--- src/hdl/lis_pkg.sv ---
// Shared types and constants for the longest increasing subsequence length unit.
// Used by lis_search and by the top level; depends on nothing.
package lis_pkg;

    localparam int MAX_LEN       = 1024;
    localparam int ADDR_W        = $clog2(MAX_LEN);
    localparam int LEN_W         = $clog2(MAX_LEN + 1);
    localparam int POS_W         = 31;
    localparam int OUT_LEN_W     = 11;
    localparam int LEN_FIELD_MAX = 2047;

    // Search request from the top level to the search sequencer.
    typedef struct packed {
        logic             start;
        logic [POS_W-1:0] position;
        logic [LEN_W-1:0] count;
    } lis_req_t;

    // Search completion back to the top level.
    typedef struct packed {
        logic             done;
        logic [LEN_W-1:0] slot;
    } lis_rsp_t;

endpackage

--- src/hdl/lis_search.sv ---
// Binary search sequencer: finds the first stored tail not less than a position.
// Depends on lis_pkg; drives the read port of the tail RAM.
module lis_search (
    input  logic                          aclk,
    input  logic                          aresetn,
    input  lis_pkg::lis_req_t             req,
    output lis_pkg::lis_rsp_t             rsp,
    output logic                          rd_en,
    output logic [lis_pkg::ADDR_W-1:0]    rd_addr,
    input  logic [lis_pkg::POS_W-1:0]     rd_data
);

    localparam logic S_IDLE = 1'b0;
    localparam logic S_RUN  = 1'b1;

    logic                      state_reg, state_next;
    logic                      pend_reg, pend_next;
    logic [lis_pkg::LEN_W-1:0] lo_reg, lo_next;
    logic [lis_pkg::LEN_W-1:0] hi_reg, hi_next;
    logic [lis_pkg::LEN_W-1:0] mid_reg, mid_next;
    logic [lis_pkg::LEN_W-1:0] lo_upd, hi_upd;
    logic                      tail_less;

    // The one shared comparator: the tail just read against the position.
    assign tail_less = (rd_data < req.position);

    always_comb begin
        lo_upd = lo_reg;
        hi_upd = hi_reg;
        if (pend_reg) begin
            if (tail_less) begin
                lo_upd = mid_reg + lis_pkg::LEN_W'(1);
            end else begin
                hi_upd = mid_reg;
            end
        end
    end

    always_comb begin
        state_next = state_reg;
        pend_next  = 1'b0;
        lo_next    = lo_reg;
        hi_next    = hi_reg;
        mid_next   = lo_upd + ((hi_upd - lo_upd) >> 1);
        rd_en      = 1'b0;
        rsp.done   = 1'b0;
        rsp.slot   = lo_upd;
        case (state_reg)
            S_IDLE: begin
                if (req.start) begin
                    state_next = S_RUN;
                    lo_next    = '0;
                    hi_next    = req.count;
                end
            end
            S_RUN: begin
                lo_next = lo_upd;
                hi_next = hi_upd;
                if (hi_upd > lo_upd) begin
                    rd_en     = 1'b1;
                    pend_next = 1'b1;
                end else begin
                    rsp.done   = 1'b1;
                    state_next = S_IDLE;
                end
            end
            default: begin
                state_next = S_IDLE;
            end
        endcase
    end

    // Whenever a read is issued, the midpoint is below the upper bound, so it fits the address.
    assign rd_addr = mid_next[lis_pkg::ADDR_W-1:0];

    always_ff @(posedge aclk) begin
        if (!aresetn) begin
            state_reg <= S_IDLE;
            pend_reg  <= 1'b0;
        end else begin
            state_reg <= state_next;
            pend_reg  <= pend_next;
        end
    end

    always_ff @(posedge aclk) begin
        lo_reg  <= lo_next;
        hi_reg  <= hi_next;
        mid_reg <= mid_next;
    end

endmodule

--- config.mk ---
export PLATFORM = sky130hd
export DESIGN_NAME = lis_search
export DESIGN_NICKNAME = d
export VERILOG_FILES = /design/src/hdl/lis_pkg.sv /design/src/hdl/lis_search.sv
export SDC_FILE = /design/constraint.sdc
export NUM_CORES = 1
export LEC_CHECK = 0
export ABC_AREA = 1
export BUFFER_PORTS_ARGS = -buffer_cell sky130_fd_sc_hd__buf_2
export CAP_MARGIN = 15
export CORE_MARGIN = 2
export CORE_UTILIZATION = 50
export CTS_CLUSTER_DIAMETER = 40
export DETAILED_ROUTE_END_ITERATION = 10
export PLACE_DENSITY_LB_ADDON = 0.15
export SETUP_SLACK_MARGIN = 0.15
export SKIP_CTS_REPAIR_TIMING = 1
export SLEW_MARGIN = 10
export SYNTH_ARGS = -nofsm -noshare
export SYNTH_HDL_FRONTEND = slang
export SYNTH_SLANG_ARGS = --single-unit
--- constraint.sdc ---
create_clock -name aclk -period 12.05 [get_ports aclk]
set_input_delay 2.41 -clock aclk [delete_from_list [all_inputs] [get_ports aclk]]
set_output_delay 2.41 -clock aclk [all_outputs]
set_load 0.02 [all_outputs]
# Word level (Yosys, flattened, before mapping)
# Index checks and enable logic that the tools add are counted.
# totals
register_bits	35
latch_bits	0
ram_bits	0
romBits	0
inputBits	76
elab_cells	26
n_memories	0
# op_classes
n_addsub	3
n_mul	0
div_mod_pow	0
n_lt_le_gt_ge	2
n_eq_ne	1
shift	0
muxes	14
bitwise_logic	1
reduce_logical	0
# ops
cell	n
$mux W11	6
$pmux W11 S2	2
$lt A31 B31 Y1	1
$add A11 B1 Y11 const B	1
$add A11 B10 Y11	1
$gt A11 B11 Y1	1
$sub A11 B11 Y11	1
$mux W1	5
$ne A2 B2 Y1 const B	1
$pmux W1 S2	1
$not A1 Y1	1

# Longest topological paths before layout
# depth
word_depth	6
ltp_mapped	34
ltp_nobuf	33

# Worst setup path before layout
# Ideal clock, no wire load.
# synth_timing
path_kind	input port to output port
from	input port req[37] (netlist name)
to	output port rd_addr[9] (netlist name)
t_arrival_ns	6.324
required_time_ns	9.640
path_slack_ns	3.316
stages	30
path_buffers	2
path_cell_list	inv_1 > ha_1 > nand2_1 > nor2_1 > nand2_2 > nor2_1 > nand2_1 > nand2_2 > nor2_4 > nand3_2 > clkinv_1 > clkbuf_1 > a21oi_1 > ha_1 > inv_1 > a21oi_1 > nand2_4 > nand2_4 > o21ai_2 > nand3_1 > nand2_2 > xor2_1 > ha_1 > a21oi_1 > nor2_1 > a211oi_1 > nand2_1 > nand2_1 > nand2_1 > buf_4
# synth_lines
element	line	rtl
from (decl)	lis_search.sv:6	input lis_pkg::lis_req_t req,
to (decl)	lis_search.sv:9	output logic [lis_pkg::ADDR_W-1:0] rd_addr,

# Worst setup path in the final report
# layout_timing
from	input port req[37] (netlist name)
to	output port rd_addr[9] (netlist name)
# layout_between
elab_chain_cells	5
elab_cells_between_ends	7
# layout_lines
element	line	rtl
$lt A31 B31 Y1 (*)	lis_search.sv:25	assign tail_less = (rd_data < req.position);
$mux W11	lis_search.sv:31	if (tail_less) begin
$mux W11	lis_search.sv:30	if (pend_reg) begin
$sub A11 B11 Y11	lis_search.sv:44	mid_next = lo_upd + ((hi_upd - lo_upd) >> 1);
$add A11 B10 Y11 (*)	lis_search.sv:44	
# Every way passes the cells marked *; elsewhere a longest branch is shown, timed or not.

==> impl_metrics.env <==
export IMPL_yosys_area_share_adder=0.186
export IMPL_drive_gt1_frac=0.267
export IMPL_cts_tree="built"
export IMPL_ys_types=38
export IMPL_syn_to_final_growth_pct=17.0
export IMPL_start_util=0.511
export IMPL_synthSimpleGateAreaFrac=0.306
export IMPL_synthCells=500
export IMPL_drt_first_pass_iters=5
export IMPL_synth_top_flop_cell="edfxtp_1"
export IMPL_worstReg2RegEnd="mid_reg[10]$_DFF_P_"
export IMPL_tightestPinTransition_ps=559
export IMPL_cts_buffers=5
export IMPL_powerDensity_nw_per_um2=216
export IMPL_min_path_type="register to register"
export IMPL_place_hpwl_mm=6.79
export IMPL_cts_buffer_depth=2
export IMPL_grt_usage=0.208
export IMPL_first_global_vias=3061
export IMPL_grt_first_pass_wirelength_mm=13.1
export IMPL_cap_viol_max_count=0
export IMPL_routed_wl_mm=8.15
export IMPL_antenna_found_initial=0
export IMPL_layout_common_cells="nand2_1 (131), buf_2 (98), inv_1 (89)"
export IMPL_cts_sinks=35
export IMPL_critPathLaunchType="input port"
export IMPL_timing_rr_start="mid_reg[2]$_DFF_P_"
export IMPL_cp_num_cells=27
export IMPL_post_route_min_period_ps=9240
export IMPL_dieArea_um2=7990
export IMPL_coreArea_um2=7140
export IMPL_fp_dieH_um=89.4
export IMPL_synth_compound_area_frac=0.0875
export IMPL_rsz0062_at_grt="false"
export IMPL_crit_type="input port to primary output"
export IMPL_path_max_fanout=19
export IMPL_final_common_cell="nand2_1"
export IMPL_fill_cells=673
export IMPL_path_clk_slew_ps=70
export IMPL_nets=720
export IMPL_r2r_slack_ps=8150
export IMPL_cts_root_buf="clkbuf_8"
export IMPL_worstPathArrival_ps=6830
export IMPL_overflow=0
export IMPL_r2r_cells=20
export IMPL_port_buffer_count=98
export IMPL_hold_viol=0
export IMPL_ant_nets=0
export IMPL_slowest_stage="fa_1"
export IMPL_fin_tns_setup_ps=0
export IMPL_drt_iter0_drc=163
export IMPL_async_flop_share=0
export IMPL_synth_edf_count=22
export IMPL_syn_nets=629
export IMPL_cpMostUsedCell="nand2_1"
export IMPL_setup_violations=0
export IMPL_critical_path_top_delay_family="simple AND/OR/NAND/NOR gates"
export IMPL_finClkSkew_ps=4.52
export IMPL_clk_latency_ps=280
export IMPL_vias_per_cell=4.67
export IMPL_vdd_drop_max_v=0.000247
export IMPL_cpPeakStageDelay_ps=420
export IMPL_wl_per_cell_um=11.8
export IMPL_postSynthAreaPerCell_um2=7.29
export IMPL_synth_area_um2=3640
export IMPL_grt_start_max_net_pins=24
export IMPL_slew_violations=0
export IMPL_htreeDepth=2
export IMPL_end_kind="primary output"
export IMPL_num_vias=3226
export IMPL_fin_util=0.597
export IMPL_crit_path_start="req[37]"
export IMPL_relSlewSlack=0.623
export IMPL_yosysSeqAreaShare=0.253
export IMPL_ys_warn_count=0
export IMPL_pin_count=99
export IMPL_ys_seq_elements=35
export IMPL_die_w_um=89.4
export IMPL_worstPathRequired_ps=9640
export IMPL_crit_end="rd_addr[9]"
export IMPL_p_leak_uw=0.00246
export IMPL_drc_errors=0
export IMPL_period_share=0.767
export IMPL_n_antenna_cell=0
export IMPL_fmax_mhz=108
export IMPL_synthMuxAreaShare=0.00584
export IMPL_path_buf_inv=5
export IMPL_gp_congestion=0.848
export IMPL_synth_xor_area_frac=0.0384
export IMPL_status="finished, final reports clean"
export IMPL_rows=31
export IMPL_min_delay_start="lo_reg[5]$_SDFFCE_PN0P_"
export IMPL_whs_ps=704
export IMPL_synth_top_family_by_area="simple AND/OR/NAND/NOR gates"
==> metrics by stage <==
step / power (µW) / cells / cell area [µm²] / setup slack (ps)
2_1_floorplan: 742 / 500 / 3640 / 3320
3_3_place_gp: 817 / 683 / 4170 / 2990
3_5_place_dp: 829 / 683 / 4170 / 2840
4_1_cts: 922 / 691 / 4260 / 2820
5_1_grt: 1010 / 691 / 4260 / 2310
6_report: 921 / 691 / 4260 / 2810
==> where the power goes <==
part	internal, µW	switching [µW]	total, µW
Combinational	226	409	635
Clock	46.2	44.4	90.6
Sequential	169	26.6	195
==> cells by family (layout without fill, tap and decap cells) <==
logic type / Yosys count / count (layout)
AO/OA/AOI/OAI: 56 / 56
adder cells (fa/ha/maj): 53 / 53
buffers and inverters: 109 / 201
flip-flops: 35 / 35
AND/OR/NAND/NOR: 229 / 229
XOR/XNOR: 16 / 16
multiplexers: 2 / 2
==> worst min path at each step <==
stage	endpoint	slack (ps)	cells after the start
3_5_place_dp	lo_reg[7]$_SDFFCE_PN0P_	680	2
2_1_floorplan	hi_reg[0]$_DFFE_PP_	600	2
4_1_cts	lo_reg[0]$_SDFFCE_PN0P_	710	1
6_report	lo_reg[5]$_SDFFCE_PN0P_	700	2
5_1_grt	lo_reg[0]$_SDFFCE_PN0P_	750	1
3_3_place_gp	hi_reg[0]$_DFFE_PP_	650	2
==> tightest hold or removal path: stages, from the launching register on <==
cell      delay [ps]
edfxtp_1         320
o21ai_0          150
nor2_1           120
==> per-layer routing <==
metal,part of all wire,GRT usage
met2,0.45,0.370
met1,0.48,0.263
met3,0.058,0.0360
met5,0,0
met4,0.0069,0.0434
==> synth_stat cells, types with 3 or more instances <==
master / instances / area (µm²)
nand4_1: 9 / 56.3
ha_1: 51 / 638
a211oi_1: 3 / 22.5
buf_4: 10 / 75.1
edfxtp_1: 22 / 661
nand2_2: 16 / 100
nand2_1: 131 / 492
o21ai_1: 3 / 15.0
a21oi_1: 20 / 100
o21ai_0: 22 / 110
nor2_1: 26 / 97.6
xor2_1: 11 / 96.3
dfxtp_1: 13 / 260
nand3_2: 7 / 70.1
xnor2_1: 5 / 43.8
inv_1: 89 / 334
nand2_4: 10 / 113
nand3_1: 17 / 85.1
clkbuf_1: 5 / 18.8
or2_2: 4 / 25.0
==> cell type report <==
type / instances / area, µm² / share of cell area
Clock inverter: 1 / 5.00 / 0.00117
Clock buffer: 7 / 86.3 / 0.0202
Sequential cell: 35 / 921 / 0.216
Inverter: 94 / 355 / 0.0833
Timing Repair Buffer: 99 / 498 / 0.117
Multi-Input combinational cell: 356 / 2270 / 0.533
Tap cell: 99 / 124 / 0.0290
(Power assumes the default switching activity.)
